$ cat src/rtl/rbb_pkg.sv
// shared types, codes and constants of the rotated bitmap blit pixel generator
`default_nettype none
package rbb_pkg;

    localparam int COORD_BITS_DEF  = 16;
    localparam int MAX_DIM_DEF     = 255;
    localparam int QUEUE_DEPTH_DEF = 4;

    localparam int OUT_COORD_BITS  = 16;
    localparam int DIM_BITS        = 8;
    localparam int BYTE_BITS       = 8;
    localparam int LANE_BITS       = 3;
    localparam int COLOR_BITS      = 2;
    localparam int REG_INDEX_BITS  = 3;
    localparam int CFG_DATA_BITS   = 16;

    typedef enum logic [1:0] {
        ROT_0   = 2'd0,
        ROT_90  = 2'd1,
        ROT_180 = 2'd2,
        ROT_270 = 2'd3
    } t_rot;

    typedef enum logic [REG_INDEX_BITS-1:0] {
        REG_IMAGE_WIDTH      = 3'd0,
        REG_IMAGE_HEIGHT     = 3'd1,
        REG_ORIGIN_X         = 3'd2,
        REG_ORIGIN_Y         = 3'd3,
        REG_ROTATION_MODE    = 3'd4,
        REG_TRANSPARENT_MODE = 3'd5,
        REG_INK_COLOR        = 3'd6
    } t_reg_idx;

    localparam logic [COLOR_BITS-1:0] COLOR_WHITE = 2'd0;
    localparam logic [COLOR_BITS-1:0] COLOR_BLACK = 2'd1;
    localparam logic [COLOR_BITS-1:0] COLOR_XOR   = 2'd2;

    localparam logic [DIM_BITS-1:0]       RST_IMAGE_WIDTH  = 8'd8;
    localparam logic [DIM_BITS-1:0]       RST_IMAGE_HEIGHT = 8'd8;
    localparam logic [OUT_COORD_BITS-1:0] RST_ORIGIN       = 16'd0;
    localparam logic [COLOR_BITS-1:0]     RST_INK_COLOR    = COLOR_BLACK;

    typedef struct packed {
        logic [DIM_BITS-1:0]       image_width;
        logic [DIM_BITS-1:0]       image_height;
        logic [OUT_COORD_BITS-1:0] origin_x;
        logic [OUT_COORD_BITS-1:0] origin_y;
        t_rot                      rotation_mode;
        logic                      transparent_mode;
        logic [COLOR_BITS-1:0]     ink_color;
    } t_cfg;

    // one byte's worth of pixel writes, as handed from front to back
    typedef struct packed {
        logic [BYTE_BITS-1:0]      bits;
        logic [BYTE_BITS-1:0]      emit_mask;
        logic                      vertical;
        logic [COLOR_BITS-1:0]     set_color;
        logic [COLOR_BITS-1:0]     clr_color;
        logic [OUT_COORD_BITS-1:0] base_x;
        logic [OUT_COORD_BITS-1:0] base_y;
    } t_job;

endpackage
`default_nettype wire

$ cat src/rtl/rbb_byte_if.sv
// bitmap byte channel
`default_nettype none
interface rbb_byte_if;
    logic                          valid;
    logic                          ready;
    logic [rbb_pkg::BYTE_BITS-1:0] bitmap_byte;
    logic                          start_image;

    modport source (output valid, output bitmap_byte, output start_image, input ready);
    modport sink   (input valid, input bitmap_byte, input start_image, output ready);
endinterface
`default_nettype wire

$ cat src/rtl/rbb_pixel_if.sv
// pixel write channel
`default_nettype none
interface rbb_pixel_if;
    logic                               valid;
    logic                               ready;
    logic [rbb_pkg::OUT_COORD_BITS-1:0] pixel_x;
    logic [rbb_pkg::OUT_COORD_BITS-1:0] pixel_y;
    logic [rbb_pkg::COLOR_BITS-1:0]     pixel_color;
    logic                               last_of_byte;

    modport source (output valid, output pixel_x, output pixel_y, output pixel_color,
                    output last_of_byte, input ready);
    modport sink   (input valid, input pixel_x, input pixel_y, input pixel_color,
                    input last_of_byte, output ready);
endinterface
`default_nettype wire

$ cat src/rtl/rbb_cfg_if.sv
// configuration register write channel
`default_nettype none
interface rbb_cfg_if;
    logic                               valid;
    logic                               ready;
    logic [rbb_pkg::REG_INDEX_BITS-1:0] reg_index;
    logic [rbb_pkg::CFG_DATA_BITS-1:0]  write_data;

    modport source (output valid, output reg_index, output write_data, input ready);
    modport sink   (input valid, input reg_index, input write_data, output ready);
endinterface
`default_nettype wire

$ cat src/rtl/rbb_front.sv
// front end: takes bitmap bytes, walks rows and builds at most one job per byte
`default_nettype none
module rbb_front #(
    parameter int COORD_BITS = rbb_pkg::COORD_BITS_DEF,
    parameter int MAX_DIM    = rbb_pkg::MAX_DIM_DEF
) (
    input  wire logic          i_clk,
    input  wire logic          i_rst_n,
    rbb_byte_if.sink           i_byte,
    input  wire rbb_pkg::t_cfg i_cfg,
    input  wire logic          i_full,
    output      logic          o_push,
    output      rbb_pkg::t_job o_job
);

    localparam int DB = rbb_pkg::DIM_BITS;
    localparam int CB = COORD_BITS;

    logic [CB-1:0] r_base_x, r_base_y, n_base_x, n_base_y;
    logic [DB-1:0] r_pix, r_rows, n_pix, n_rows;

    logic [DB-1:0] w_w, w_h;
    logic [CB-1:0] w_init_x, w_init_y, w_cur_x, w_cur_y;
    logic [DB-1:0] w_cur_pix, w_cur_rows, w_remain;
    logic [3:0]    w_n;
    logic          w_accept, w_active, w_row_done;
    logic [rbb_pkg::BYTE_BITS-1:0]  w_mask;
    logic [rbb_pkg::COLOR_BITS-1:0] w_color;

    // dimensions clamp to the largest supported size
    assign w_w = ({2'b00, i_cfg.image_width} > 10'(MAX_DIM))  ? DB'(MAX_DIM)
                                                              : i_cfg.image_width;
    assign w_h = ({2'b00, i_cfg.image_height} > 10'(MAX_DIM)) ? DB'(MAX_DIM)
                                                              : i_cfg.image_height;

    assign i_byte.ready = !i_full;
    assign w_accept     = i_byte.valid && !i_full;

    always_comb begin
        w_init_x = i_cfg.origin_x[CB-1:0];
        w_init_y = i_cfg.origin_y[CB-1:0];
        if (i_cfg.rotation_mode == rbb_pkg::ROT_90) begin
            w_init_x = CB'(i_cfg.origin_x[CB-1:0] + CB'(w_w) + CB'(1));
        end else if (i_cfg.rotation_mode == rbb_pkg::ROT_180) begin
            w_init_y = CB'(i_cfg.origin_y[CB-1:0] + CB'(w_h) - CB'(1));
        end
    end

    assign w_cur_x    = i_byte.start_image ? w_init_x : r_base_x;
    assign w_cur_y    = i_byte.start_image ? w_init_y : r_base_y;
    assign w_cur_pix  = i_byte.start_image ? '0 : r_pix;
    assign w_cur_rows = i_byte.start_image ? w_h : r_rows;

    assign w_active   = (w_cur_rows != '0) && (w_w != '0) && (w_cur_pix < w_w);
    assign w_remain   = DB'(w_w - w_cur_pix);
    assign w_row_done = w_remain <= DB'(8);
    assign w_n        = w_row_done ? w_remain[3:0] : 4'd8;

    always_comb begin
        for (int i = 0; i < rbb_pkg::BYTE_BITS; i++) begin
            w_mask[i] = (4'(i) < w_n) && (i_byte.bitmap_byte[i] || !i_cfg.transparent_mode);
        end
    end

    // color three acts as xor
    assign w_color = (i_cfg.ink_color > rbb_pkg::COLOR_XOR) ? rbb_pkg::COLOR_XOR
                                                            : i_cfg.ink_color;

    always_comb begin
        o_job.bits      = i_byte.bitmap_byte;
        o_job.emit_mask = w_mask;
        o_job.vertical  = i_cfg.rotation_mode[0];
        o_job.set_color = w_color;
        o_job.clr_color = (w_color == rbb_pkg::COLOR_WHITE) ? rbb_pkg::COLOR_BLACK
                                                            : rbb_pkg::COLOR_WHITE;
        if (i_cfg.rotation_mode[0]) begin
            o_job.base_x = rbb_pkg::OUT_COORD_BITS'(w_cur_x);
            o_job.base_y = rbb_pkg::OUT_COORD_BITS'(CB'(w_cur_y + CB'(w_cur_pix)));
        end else begin
            o_job.base_x = rbb_pkg::OUT_COORD_BITS'(CB'(w_cur_x + CB'(w_cur_pix)));
            o_job.base_y = rbb_pkg::OUT_COORD_BITS'(w_cur_y);
        end
    end

    assign o_push = w_accept && w_active && (w_mask != '0);

    // row walk
    always_comb begin
        n_base_x = r_base_x;
        n_base_y = r_base_y;
        n_pix    = r_pix;
        n_rows   = r_rows;
        if (w_accept) begin
            n_base_x = w_cur_x;
            n_base_y = w_cur_y;
            n_pix    = w_cur_pix;
            n_rows   = w_cur_rows;
            if (w_active) begin
                if (w_row_done) begin
                    n_pix  = '0;
                    n_rows = DB'(w_cur_rows - DB'(1));
                    case (i_cfg.rotation_mode)
                        rbb_pkg::ROT_0:   n_base_y = CB'(w_cur_y + CB'(1));
                        rbb_pkg::ROT_90:  n_base_x = CB'(w_cur_x - CB'(1));
                        rbb_pkg::ROT_180: n_base_y = CB'(w_cur_y - CB'(1));
                        default:          n_base_x = CB'(w_cur_x + CB'(1));
                    endcase
                end else begin
                    n_pix = DB'(w_cur_pix + DB'(8));
                end
            end
        end
    end

    always_ff @(posedge i_clk) begin
        if (!i_rst_n) begin
            r_base_x <= '0;
            r_base_y <= '0;
            r_pix    <= '0;
            r_rows   <= '0;
        end else begin
            r_base_x <= n_base_x;
            r_base_y <= n_base_y;
            r_pix    <= n_pix;
            r_rows   <= n_rows;
        end
    end

endmodule
`default_nettype wire

$ cat src/rtl/rbb_queue.sv
// short job queue between front and back
`default_nettype none
module rbb_queue #(
    parameter int DEPTH = rbb_pkg::QUEUE_DEPTH_DEF
) (
    input  wire logic          i_clk,
    input  wire logic          i_rst_n,
    input  wire logic          i_push,
    input  wire rbb_pkg::t_job i_job,
    output      logic          o_full,
    input  wire logic          i_pop,
    output      logic          o_valid,
    output      rbb_pkg::t_job o_job
);

    localparam int PB = $clog2(DEPTH);
    localparam int CB = $clog2(DEPTH + 1);

    rbb_pkg::t_job r_mem [DEPTH];
    logic [PB-1:0] r_wr_ptr, r_rd_ptr;
    logic [CB-1:0] r_count;

    assign o_full  = r_count == CB'(DEPTH);
    assign o_valid = r_count != '0;
    assign o_job   = r_mem[r_rd_ptr];

    always_ff @(posedge i_clk) begin
        if (i_push) begin
            r_mem[r_wr_ptr] <= i_job;
        end
    end

    always_ff @(posedge i_clk) begin
        if (!i_rst_n) begin
            r_wr_ptr <= '0;
            r_rd_ptr <= '0;
            r_count  <= '0;
        end else begin
            if (i_push) begin
                r_wr_ptr <= (r_wr_ptr == PB'(DEPTH - 1)) ? '0 : PB'(r_wr_ptr + PB'(1));
            end
            if (i_pop) begin
                r_rd_ptr <= (r_rd_ptr == PB'(DEPTH - 1)) ? '0 : PB'(r_rd_ptr + PB'(1));
            end
            if (i_push && !i_pop) begin
                r_count <= CB'(r_count + CB'(1));
            end else if (i_pop && !i_push) begin
                r_count <= CB'(r_count - CB'(1));
            end
        end
    end

endmodule
`default_nettype wire

$ cat src/rtl/rbb_back.sv
// back end: emits one pixel write per cycle from the current job, unless the output stalls
`default_nettype none
module rbb_back #(
    parameter int COORD_BITS = rbb_pkg::COORD_BITS_DEF
) (
    input  wire logic          i_clk,
    input  wire logic          i_rst_n,
    input  wire logic          i_valid,
    input  wire rbb_pkg::t_job i_job,
    output      logic          o_pop,
    rbb_pixel_if.source        o_pixel
);

    localparam int CB = COORD_BITS;
    localparam int OB = rbb_pkg::OUT_COORD_BITS;

    rbb_pkg::t_job r_job;
    logic          r_busy;
    logic          r_out_valid;
    logic [OB-1:0] r_x, r_y;
    logic [rbb_pkg::COLOR_BITS-1:0] r_color;
    logic          r_last;

    logic [rbb_pkg::LANE_BITS-1:0] w_idx;
    logic [rbb_pkg::BYTE_BITS-1:0] w_rest;
    logic w_last, w_emit;

    // lowest pending lane
    always_comb begin
        w_idx = '0;
        for (int i = rbb_pkg::BYTE_BITS - 1; i >= 0; i--) begin
            if (r_job.emit_mask[i]) begin
                w_idx = rbb_pkg::LANE_BITS'(i);
            end
        end
    end

    assign w_rest = r_job.emit_mask & ~(rbb_pkg::BYTE_BITS'(1) << w_idx);
    assign w_last = w_rest == '0;
    assign w_emit = r_busy && (!r_out_valid || o_pixel.ready);
    assign o_pop  = i_valid && (!r_busy || (w_emit && w_last));

    always_ff @(posedge i_clk) begin
        if (!i_rst_n) begin
            r_busy      <= 1'b0;
            r_out_valid <= 1'b0;
        end else begin
            if (o_pop) begin
                r_busy <= 1'b1;
            end else if (w_emit && w_last) begin
                r_busy <= 1'b0;
            end
            if (w_emit) begin
                r_out_valid <= 1'b1;
            end else if (o_pixel.ready) begin
                r_out_valid <= 1'b0;
            end
        end
    end

    always_ff @(posedge i_clk) begin
        if (o_pop) begin
            r_job <= i_job;
        end else if (w_emit) begin
            r_job.emit_mask <= w_rest;
        end
        if (w_emit) begin
            if (r_job.vertical) begin
                r_x <= r_job.base_x;
                r_y <= OB'(CB'(r_job.base_y[CB-1:0] + CB'(w_idx)));
            end else begin
                r_x <= OB'(CB'(r_job.base_x[CB-1:0] + CB'(w_idx)));
                r_y <= r_job.base_y;
            end
            r_color <= r_job.bits[w_idx] ? r_job.set_color : r_job.clr_color;
            r_last  <= w_last;
        end
    end

    assign o_pixel.valid        = r_out_valid;
    assign o_pixel.pixel_x      = r_x;
    assign o_pixel.pixel_y      = r_y;
    assign o_pixel.pixel_color  = r_color;
    assign o_pixel.last_of_byte = r_last;

endmodule
`default_nettype wire

$ cat src/rtl/rotated_bitmap_blit_pixel_gen.sv
// top level of the rotated bitmap blit pixel generator
`default_nettype none
// Turns a 1-bit bitmap, fed one byte per beat (LSB = leftmost pixel, rows
// padded to whole bytes), into pixel writes (x, y, color), one per bit, or
// one per set bit when transparency is on. The front end accepts a byte
// whenever the job queue (QUEUE_DEPTH entries) has room, tracks the row
// walk and drops bytes that cause no write. The back end drains the queue
// at one pixel write per cycle unless the output stalls; a byte causes
// 1 to 8 writes, 8 for a full opaque byte. A byte's job passes the queue
// and the back end's job register before its first write leaves the
// registered output stage. The queue lets the front take bytes while writes
// stall, until full. Configuration registers have their own channel, always
// ready; write them only while no byte is in flight.
module rotated_bitmap_blit_pixel_gen #(
    parameter int COORD_BITS  = rbb_pkg::COORD_BITS_DEF,
    parameter int MAX_DIM     = rbb_pkg::MAX_DIM_DEF,
    parameter int QUEUE_DEPTH = rbb_pkg::QUEUE_DEPTH_DEF
) (
    input  wire logic   i_clk,
    input  wire logic   i_rst_n,
    rbb_cfg_if.sink     i_cfg,
    rbb_byte_if.sink    i_byte,
    rbb_pixel_if.source o_pixel
);

    rbb_pkg::t_cfg r_cfg;
    rbb_pkg::t_job w_push_job, w_q_job;
    logic          w_push, w_full, w_pop, w_q_valid;

    // register file, always ready, so no write beat waits
    assign i_cfg.ready = 1'b1;

    always_ff @(posedge i_clk) begin
        if (!i_rst_n) begin
            r_cfg.image_width      <= rbb_pkg::RST_IMAGE_WIDTH;
            r_cfg.image_height     <= rbb_pkg::RST_IMAGE_HEIGHT;
            r_cfg.origin_x         <= rbb_pkg::RST_ORIGIN;
            r_cfg.origin_y         <= rbb_pkg::RST_ORIGIN;
            r_cfg.rotation_mode    <= rbb_pkg::ROT_0;
            r_cfg.transparent_mode <= 1'b0;
            r_cfg.ink_color        <= rbb_pkg::RST_INK_COLOR;
        end else if (i_cfg.valid) begin
            case (rbb_pkg::t_reg_idx'(i_cfg.reg_index))
                rbb_pkg::REG_IMAGE_WIDTH:
                    r_cfg.image_width <= i_cfg.write_data[rbb_pkg::DIM_BITS-1:0];
                rbb_pkg::REG_IMAGE_HEIGHT:
                    r_cfg.image_height <= i_cfg.write_data[rbb_pkg::DIM_BITS-1:0];
                rbb_pkg::REG_ORIGIN_X:
                    r_cfg.origin_x <= i_cfg.write_data;
                rbb_pkg::REG_ORIGIN_Y:
                    r_cfg.origin_y <= i_cfg.write_data;
                rbb_pkg::REG_ROTATION_MODE:
                    r_cfg.rotation_mode <= rbb_pkg::t_rot'(i_cfg.write_data[1:0]);
                rbb_pkg::REG_TRANSPARENT_MODE:
                    r_cfg.transparent_mode <= i_cfg.write_data[0];
                rbb_pkg::REG_INK_COLOR:
                    r_cfg.ink_color <= i_cfg.write_data[rbb_pkg::COLOR_BITS-1:0];
                default: ; // unused index, write is dropped
            endcase
        end
    end

    // front: row walk and job build
    rbb_front #(
        .COORD_BITS (COORD_BITS),
        .MAX_DIM    (MAX_DIM)
    ) u_front (
        .i_clk   (i_clk),
        .i_rst_n (i_rst_n),
        .i_byte  (i_byte),
        .i_cfg   (r_cfg),
        .i_full  (w_full),
        .o_push  (w_push),
        .o_job   (w_push_job)
    );

    // decoupling queue
    rbb_queue #(
        .DEPTH (QUEUE_DEPTH)
    ) u_queue (
        .i_clk   (i_clk),
        .i_rst_n (i_rst_n),
        .i_push  (w_push),
        .i_job   (w_push_job),
        .o_full  (w_full),
        .i_pop   (w_pop),
        .o_valid (w_q_valid),
        .o_job   (w_q_job)
    );

    // back: one write per cycle unless the output stalls
    rbb_back #(
        .COORD_BITS (COORD_BITS)
    ) u_back (
        .i_clk   (i_clk),
        .i_rst_n (i_rst_n),
        .i_valid (w_q_valid),
        .i_job   (w_q_job),
        .o_pop   (w_pop),
        .o_pixel (o_pixel)
    );

    // a job never lands in a full queue
    a_no_overflow: assert property (@(posedge i_clk) disable iff (!i_rst_n)
        w_push |-> !w_full)
        else $error("job pushed into full queue");

    // the back end only pops a job that is there
    a_no_underflow: assert property (@(posedge i_clk) disable iff (!i_rst_n)
        w_pop |-> w_q_valid)
        else $error("job popped from empty queue");

    // a byte that makes a job is taken only with room in the queue
    a_push_on_accept: assert property (@(posedge i_clk) disable iff (!i_rst_n)
        w_push |-> (i_byte.valid && i_byte.ready))
        else $error("job pushed without an accepted byte");

endmodule
`default_nettype wire
$ cat src/flat_wrapper.sv
// flat-port wrapper written by rule: the top's interface ports become plain ports
module rotated_bitmap_blit_pixel_gen_flat 
#(
    parameter int COORD_BITS  = rbb_pkg::COORD_BITS_DEF,
    parameter int MAX_DIM     = rbb_pkg::MAX_DIM_DEF,
    parameter int QUEUE_DEPTH = rbb_pkg::QUEUE_DEPTH_DEF
)
  (i_clk, i_rst_n, i_cfg_valid, i_cfg_reg_index, i_cfg_write_data, i_cfg_ready, i_byte_valid, i_byte_bitmap_byte, i_byte_start_image, i_byte_ready, o_pixel_valid, o_pixel_pixel_x, o_pixel_pixel_y, o_pixel_pixel_color, o_pixel_last_of_byte, o_pixel_ready);
  rbb_cfg_if i_cfg_i ();
  rbb_byte_if i_byte_i ();
  rbb_pixel_if o_pixel_i ();
  input  wire logic i_clk;
  input  wire logic i_rst_n;
  input wire logic [$bits(i_cfg_i.valid)-1:0] i_cfg_valid;
  input wire logic [$bits(i_cfg_i.reg_index)-1:0] i_cfg_reg_index;
  input wire logic [$bits(i_cfg_i.write_data)-1:0] i_cfg_write_data;
  output wire logic [$bits(i_cfg_i.ready)-1:0] i_cfg_ready;
  input wire logic [$bits(i_byte_i.valid)-1:0] i_byte_valid;
  input wire logic [$bits(i_byte_i.bitmap_byte)-1:0] i_byte_bitmap_byte;
  input wire logic [$bits(i_byte_i.start_image)-1:0] i_byte_start_image;
  output wire logic [$bits(i_byte_i.ready)-1:0] i_byte_ready;
  output wire logic [$bits(o_pixel_i.valid)-1:0] o_pixel_valid;
  output wire logic [$bits(o_pixel_i.pixel_x)-1:0] o_pixel_pixel_x;
  output wire logic [$bits(o_pixel_i.pixel_y)-1:0] o_pixel_pixel_y;
  output wire logic [$bits(o_pixel_i.pixel_color)-1:0] o_pixel_pixel_color;
  output wire logic [$bits(o_pixel_i.last_of_byte)-1:0] o_pixel_last_of_byte;
  input wire logic [$bits(o_pixel_i.ready)-1:0] o_pixel_ready;
  assign i_cfg_i.valid = i_cfg_valid;
  assign i_cfg_i.reg_index = i_cfg_reg_index;
  assign i_cfg_i.write_data = i_cfg_write_data;
  assign i_cfg_ready = i_cfg_i.ready;
  assign i_byte_i.valid = i_byte_valid;
  assign i_byte_i.bitmap_byte = i_byte_bitmap_byte;
  assign i_byte_i.start_image = i_byte_start_image;
  assign i_byte_ready = i_byte_i.ready;
  assign o_pixel_valid = o_pixel_i.valid;
  assign o_pixel_pixel_x = o_pixel_i.pixel_x;
  assign o_pixel_pixel_y = o_pixel_i.pixel_y;
  assign o_pixel_pixel_color = o_pixel_i.pixel_color;
  assign o_pixel_last_of_byte = o_pixel_i.last_of_byte;
  assign o_pixel_i.ready = o_pixel_ready;
  rotated_bitmap_blit_pixel_gen #(.COORD_BITS(COORD_BITS), .MAX_DIM(MAX_DIM), .QUEUE_DEPTH(QUEUE_DEPTH)) u_core (.i_clk(i_clk), .i_rst_n(i_rst_n), .i_cfg(i_cfg_i), .i_byte(i_byte_i), .o_pixel(o_pixel_i));
endmodule
$ cat config.mk
export PLATFORM = sky130hd
export DESIGN_NAME = rotated_bitmap_blit_pixel_gen_flat
export DESIGN_NICKNAME = d
export VERILOG_FILES = /design/src/rtl/rbb_pkg.sv /design/src/rtl/rbb_byte_if.sv /design/src/rtl/rbb_pixel_if.sv /design/src/rtl/rbb_cfg_if.sv /design/src/rtl/rbb_front.sv /design/src/rtl/rbb_queue.sv /design/src/rtl/rbb_back.sv /design/src/rtl/rotated_bitmap_blit_pixel_gen.sv /design/src/flat_wrapper.sv
export SDC_FILE = /design/constraint.sdc
export NUM_CORES = 1
export LEC_CHECK = 0
export ABC_AREA = 1
export ABC_CLOCK_PERIOD_IN_PS = 12400
export BUFFER_PORTS_ARGS = -buffer_cell sky130_fd_sc_hd__buf_4
export CAP_MARGIN = 20
export CORE_ASPECT_RATIO = 1.4
export CORE_MARGIN = 5
export CORE_UTILIZATION = 61
export CTS_BUF_LIST = sky130_fd_sc_hd__clkbuf_16
export DETAILED_ROUTE_END_ITERATION = 7
export PLACE_DENSITY = 0.79
export SETUP_SLACK_MARGIN = 0.05
export SYNTH_ARGS = -nofsm -noshare
export SYNTH_HDL_FRONTEND = slang
export SYNTH_SLANG_ARGS = --single-unit
$ cat constraint.sdc
create_clock -name i_clk -period 12.4 [get_ports i_clk]
set_input_delay 2.48 -clock i_clk [delete_from_list [all_inputs] [get_ports i_clk]]
set_output_delay 2.48 -clock i_clk [all_outputs]
set_load 0.01 [all_outputs]
==> results of run 1 <==
==> worst min-delay path, delay by kind of cell, from the launching register on <==
family	cells	cell delay, ns
DFF	1	0.29
buffers and inverters	1	0.06
and+or+nand+nor	1	0.05
==> worst max-delay path by stage <==
stage / endpoint / slack [ns] / start
after detailed placement: u_core.u_queue.r_count[2] / 5.61 / i_byte_start_image
after global routing: u_core.u_queue.r_count[2] / 5.65 / i_byte_start_image
final: u_core.u_queue.r_count[2] / 6.14 / i_byte_start_image
after floorplan: u_core.u_queue.r_mem[0][0] / 4.67 / i_byte_start_image
after CTS: u_core.u_queue.r_count[2] / 6.15 / i_byte_start_image
after global placement: u_core.u_queue.r_count[2] / 5.71 / i_byte_start_image
==> per-layer routing <==
layer / vias to the layer above / wire, um / GRT usage (%)
li1: 8221 / - / -
met4: 0 / 2470 / 12.0
met2: 631 / 27300 / 49.2
met1: 8031 / 20300 / 31.4
met3: 154 / 3090 / 3.14
met5: - / 0 / 0
==> final cells by class <==
cell class / count / area [um2] / share of cell area, %
well taps: 456 / 571 / 2.42
flip-flops and latches: 407 / 11100 / 47.1
clock inverters: 30 / 310 / 1.32
repair buffers: 86 / 646 / 2.74
clock buffers: 39 / 976 / 4.14
multi-input cells: 1619 / 8900 / 37.8
inverters: 280 / 1060 / 4.49
==> state kept, by name, indices dropped and copies added (netlist names), 3 cells and up, named ones only <==
register / count
u_core.r_cfg: 53
u_core.u_back.o_pixel.pixel_x: 16
u_core.u_back.o_pixel.pixel_y: 16
u_core.u_back.r_job: 52
u_core.u_front.r_base_x: 16
u_core.u_front.r_base_y: 16
u_core.u_front.r_pix: 8
u_core.u_front.r_rows: 8
u_core.u_queue.r_count: 3
u_core.u_queue.r_mem: 208
==> cell families (layout without fill, tap and decap cells) <==
group           Yosys count  after routing  synth area share (%)
fa+ha+maj               107            107                  6.61
flops                   407            407                  51.9
xor+xnor                 78             78                  3.19
buf+inv                 366            435                  6.75
mux                       1              1                0.0526
other cells               1              1                0.0175
simple gates            851            851                  16.7
compound gates          581            581                  14.8
==> power groups by stage <==
stage                     Clock [mW]  Sequential [mW]  Combinational, mW
after floorplan                    0             1.99              0.960
after global placement             0             1.98               1.33
after detailed placement           0             2.00               1.39
after CTS                       1.22             1.97               1.41
after global routing            1.28             2.00               1.56
final                           1.20             1.98               1.41
==> stage by stage <==
stage          total power [mW]  cells  instance area, um2
4_1_cts                    4.61   2917               23600
6_report                   4.59   2917               23600
3_3_place_gp               3.31   2847               22300
5_1_grt                    4.84   2917               23600
2_1_floorplan              2.95   2392               21400
3_5_place_dp               3.38   2848               22300
==> cell usage after synthesis (all sizes together), types with 22 or more instances <==
master	instances	area, um2
nand2	402	1540
edfxtp	295	8860
o21ai	282	1450
inv	277	1040
nor2	277	1100
a21oi	193	992
dfxtp	112	2240
nand3	108	541
ha	97	1210
clkbuf	59	221
xor2	55	482
o22ai	54	338
buf	27	164
nor3	24	131
xnor2	23	201
o211ai	22	165
==> flow_metrics.py, run 1 <==
metrics = {
    "die": {
        "io_pins": 71,
        "die_h_um": 232,
        "die_x_um": 168,
        "dieArea_um2": 39000,
        "fp-row-count": 81,
        "core_um2": 34900,
        "initial_core_util_pct": 61.4,
    },
    "logic_synthesis": {
        "synth_cell_types": 55,
        "syn_avg_cell_area_um2": 8.95,
        "syn-cell-area_um2": 21400,
        "synthArstFlopShare_pct": 0,
        "ys.flop_type": "edfxtp_1",
        "synth-seq-area-share_pct": 51.9,
        "syn_nets": 2532,
        "synthCells": 2392,
        "synth_edf_count": 295,
        "ys_warn_count": 0,
        "ys_ff_latch": 407,
    },
    "worst_setup_path": {
        "r2r-end": "u_core.u_queue.r_mem[3][11]",
        "critPathTopFamily": "simple AND/OR/NAND/NOR gates",
        "cp.buffers_inverters": 5,
        "critPathKind": "in -> reg",
        "crit_fanout": 60,
        "cp-end-kind": "register",
        "reg2reg_slack_ns": 7.06,
        "crit_required_ns": 12.82,
        "worst_path_max_delay_cell": "fa_1",
        "slowest_delay_ns": 0.52,
        "cp_num_cells": 26,
        "start_kind": "primary input",
        "r2r-start": "u_core.r_cfg[3]",
        "r2r_cells": 19,
        "arrival_ns": 6.69,
        "crit_path_frequent_cell": "nand2_1",
    },
    "global_route": {
        "grt_max_degree": 106,
        "grt_use_total_pct": 26.8,
        "grt_pass1_vias": 16762,
        "grt_pass1_wl_um": 84200,
        "overflow": 0,
        "antenna_found_initial": 0,
    },
    "timing": {
        "fin_hold_ws_ns": 0.449,
        "worst_slack_ns": 6.14,
        "max_freq_mhz": 160,
        "finClkSkew_ns": 0.0174,
        "rsz0062_at_grt": "no",
        "slew_viol_final": 0,
        "worstMarginPinSlew_ns": 1.07,
        "min_period_ns": 6.26,
        "setup_viol": 0,
        "timing.final.crit_share_pct": 50.5,
        "setup-tns-final_ns": 0,
        "timing.slew.headroom_pct": 28.5,
        "hold_violations": 0,
    },
    "clock_network": {
        "clkSlewWorstSetupHoldPaths_ns": 0.06,
        "clock_path_buffers": 3,
        "holdBufCountCts": 0,
        "cts_setup_buffers": 0,
        "htreeDepth": 2,
        "cts_tree": "done",
        "cts_root_buffer": "clkbuf_16",
        "cts_inserted_buffers": 39,
        "numClockSinks": 407,
        "cts_resized": 0,
        "clock_latency_ns": 0.55,
    },
    "drt": {
        "wl_per_cell_um": 18.2,
        "viasPerCell": 5.84,
        "ant_nets": 0,
        "totalWireLength_um": 53200,
        "dr_total_vias": 17037,
        "firstDrtPassIters": 6,
        "drc_errors": 0,
        "drt-initial-drc-count": 1438,
    },
    "finish": {
        "drive_above_1_share_pct": 8.33,
        "n_antenna_cell": 0,
        "mostFrequentLayoutCells": "nand2_1, edfxtp_1, inv_1",
        "layout.nets": 2573,
        "layout_commonest_cell": "nand2_1",
        "post-route-util_pct": 67.6,
        "synthToLayoutAreaGrowth_pct": 10.1,
        "fill_cells": 2775,
    },
    "power_and_ir_drop": {
        "intPower_mw": 2.99,
        "power.switching_mw": 1.60,
        "clkPwrFrac_pct": 26.2,
        "power.density_nw_per_um2": 195,
        "combPwrFrac_pct": 30.8,
        "seqPwrFrac_pct": 43.0,
        "netSwitchingFraction_pct": 34.9,
        "leakage_nw": 9.77,
        "peakVddDrop_mv": 0.307,
    },
    "worst_hold_path": {
        "min_to": "u_core.u_front.r_pix[0]",
        "hold_path.class": "reg -> reg",
        "worstHoldPathCells": 2,
        "min_from": "u_core.u_front.r_pix[0]",
    },
    "placed_design": {
        "pre_cts_ws_ns": 5.61,
        "routabilityCongestion": 0.900,
        "io_buffers": 69,
        "hpwlAfterDp_um": 36600,
    },
    "flow_run": {
        "max_cap_violations": 0,
    },
    "status": {
        "status": "completed",
    },
}
Note: power is estimated with default switching activity, not from simulation.
==> inputs of run 2 (changes only) <==
Settings changed: ABC_CLOCK_PERIOD_IN_PS 12400 to 6300.
Clock period 12.4 ns to 6.3 ns, I/O delays scaled along.
==> flow_metrics.py, run 2 (synthesized netlist as in run 1, its figures left out) <==
metrics = {
    "worst_setup_path": {
        "slowest_delay_ns": 0.49,
        "crit_path_frequent_cell": "inv_1",
        "arrival_ns": 5.29,
        "critPathTopFamily": "simple AND/OR/NAND/NOR gates",
        "reg2reg_slack_ns": 1.61,
        "critPathKind": "in -> reg",
        "r2r-end": "u_core.u_front.r_base_y[12]",
        "r2r_cells": 23,
        "cp.buffers_inverters": 6,
        "r2r-start": "u_core.r_cfg[38]",
        "crit_chain": "buf_4, nor2_1, inv_1, ha_1, nand2_1, inv_1, nand3_1, nand3_1, nand2_1, nand2_1, a21oi_1, nor2_4, inv_1, nor2_1, nand2_1, inv_1, ha_1, inv_1, fa_1, a21oi_1, o21ai_0, o21ai_0, a21oi_1",
        "cp-end-kind": "register",
        "start_kind": "primary input",
        "crit_required_ns": 6.72,
        "worst_path_max_delay_cell": "nor2_1",
        "crit_fanout": 31,
    },
    "timing": {
        "rsz0062_at_grt": "no",
        "worst_slack_ns": 1.43,
        "setup_viol": 0,
        "setup-tns-final_ns": 0,
        "max_freq_mhz": 205,
        "slew_viol_final": 0,
        "worstMarginPinSlew_ns": 1.04,
        "timing.slew.headroom_pct": 31.0,
        "timing.final.crit_share_pct": 77.3,
        "hold_violations": 0,
        "finClkSkew_ns": 0.0201,
        "min_period_ns": 4.87,
    },
    "clock_network": {
        "cts_tree": "done",
        "cts_root_buffer": "clkbuf_16",
        "clkSlewWorstSetupHoldPaths_ns": 0.06,
        "clock_latency_ns": 0.54,
        "clock_path_buffers": 3,
        "holdBufCountCts": 0,
        "cts_inserted_buffers": 40,
        "htreeDepth": 2,
        "numClockSinks": 407,
        "cts_setup_buffers": 0,
        "cts_resized": 0,
    },
    "finish": {
        "drive_above_1_share_pct": 8.59,
        "post-route-util_pct": 67.7,
        "synthToLayoutAreaGrowth_pct": 10.3,
        "reg.largest.list": "u_core.u_queue.r_mem: 208 flops, u_core.r_cfg: 53 flops, u_core.u_back.r_job: 52 flops",
        "layout.nets": 2578,
        "mostFrequentLayoutCells": "nand2_1, edfxtp_1, inv_1",
        "fin_cells": 2924,
        "n_antenna_cell": 0,
        "top_register": "u_core.u_queue.r_mem",
        "layout_commonest_cell": "nand2_1",
        "largest_reg_flops": 208,
    },
    "global_route": {
        "antenna_found_initial": 0,
        "use_met3_pct": 2.93,
        "grt_busiest_layer": "met2",
        "grt_pass1_wl_um": 85200,
        "grt_max_degree": 105,
        "grt_use_total_pct": 27.2,
        "met2_usage_pct": 50.4,
        "overflow": 0,
        "grt_pass1_vias": 16840,
        "grt.met1_usage_pct": 31.6,
    },
    "drt": {
        "totalWireLength_um": 53600,
        "ant_nets": 0,
        "firstDrtPassIters": 6,
        "wl_per_cell_um": 18.3,
        "drt-initial-drc-count": 1407,
        "drc_errors": 0,
        "dr_total_vias": 17029,
        "viasPerCell": 5.82,
    },
    "power_and_ir_drop": {
        "leakage_nw": 9.78,
        "power.density_nw_per_um2": 382,
        "seqPwrFrac_pct": 43.1,
        "combPwrFrac_pct": 31.0,
        "power.switching_mw": 3.19,
        "netSwitchingFraction_pct": 35.3,
        "peakVddDrop_mv": 0.332,
        "clkPwrFrac_pct": 25.9,
        "intPower_mw": 5.83,
    },
    "die": {
        "core_um2": 34900,
        "initial_core_util_pct": 61.4,
        "fp-row-count": 81,
        "die_h_um": 232,
        "die_x_um": 168,
        "dieArea_um2": 39000,
        "io_pins": 71,
    },
    "placed_design": {
        "hpwlAfterDp_um": 37500,
        "pre_cts_ws_ns": 0.903,
        "io_buffers": 69,
        "routabilityCongestion": 1.01,
        "dp_cells": 2851,
    },
    "worst_hold_path": {
        "hold_path.class": "reg -> reg",
        "worstHoldPathCells": 2,
        "min_from": "u_core.u_front.r_pix[1]",
        "min_to": "u_core.u_front.r_pix[1]",
    },
    "flow_run": {
        "max_cap_violations": 0,
    },
    "status": {
        "status": "completed",
    },
}
==> run 2: cell types whose count changed in the layout (fill, tap and decap cells not counted) <==
| cell | delta |
|---|---|
| buf_12 | +3 |
| bufinv_16 | -3 |
| inv_6 | +2 |
| clkinv_2 | -1 |
| clkinv_1 | -1 |
| clkbuf_16 | +2 |
| clkbuf_2 | +1 |
| clkinvlp_4 | +4 |
| clkinv_8 | -1 |
| inv_1 | +1 |
==> run 2: final cells by class <==
class,instances,area (um2)
multi-input cells,1619,8900
well taps,456,571
repair buffers,90,711
flip-flops and latches,407,11100
inverters,280,1060
fillers,2771,11300
clock buffers,41,1030
clock inverters,31,246
==> run 2: worst max path at each step <==
| stage | slack, ns | depth (start not counted) | start | to |
|---|---|---|---|---|
| 2_1_floorplan | -0.21 | 22 | i_byte_start_image | u_core.u_queue.r_mem[0][0] |
| 3_3_place_gp | 0.99 | 25 | i_byte_start_image | u_core.u_queue.r_count[1] |
| 3_5_place_dp | 0.90 | 23 | i_byte_start_image | u_core.u_queue.r_count[2] |
| 4_1_cts | 1.45 | 23 | i_byte_start_image | u_core.u_queue.r_count[2] |
| 5_1_grt | 1.08 | 24 | i_byte_start_image | u_core.u_queue.r_count[1] |
| 6_report | 1.43 | 23 | i_byte_start_image | u_core.u_queue.r_count[2] |
==> run 2: power groups by stage <==
stage,registers [mW],logic (mW),clock network (mW)
6_report,3.88,2.80,2.34
5_1_grt,3.93,3.10,2.48
4_1_cts,3.88,2.78,2.36
3_5_place_dp,3.93,2.74,0
3_3_place_gp,3.90,2.62,0
2_1_floorplan,3.92,1.89,0
==> run 2: layer usage <==
layer	part of all wire, %	vias to the layer above
li1	-	8238
met3	5.1	140
met1	38	8027
met5	0	-
met2	52	624
met4	4.5	0
==> run 2: stage by stage <==
| step | instance area (um2) | power (mW) | hold slack (ns) |
|---|---|---|---|
| 2_1_floorplan | 21400 | 5.81 | 0.425 |
| 3_3_place_gp | 22300 | 6.52 | 0.433 |
| 3_5_place_dp | 22300 | 6.67 | 0.436 |
| 4_1_cts | 23600 | 9.01 | 0.444 |
| 5_1_grt | 23600 | 9.51 | 0.460 |
| 6_report | 23600 | 9.01 | 0.443 |
==> run 2: worst min-delay path: cells and delay by family, from the launching register on <==
kind,cells,cell delay [ns]
buffers and inverters,1,0.06
DFF,1,0.30
and+or+nand+nor,1,0.05
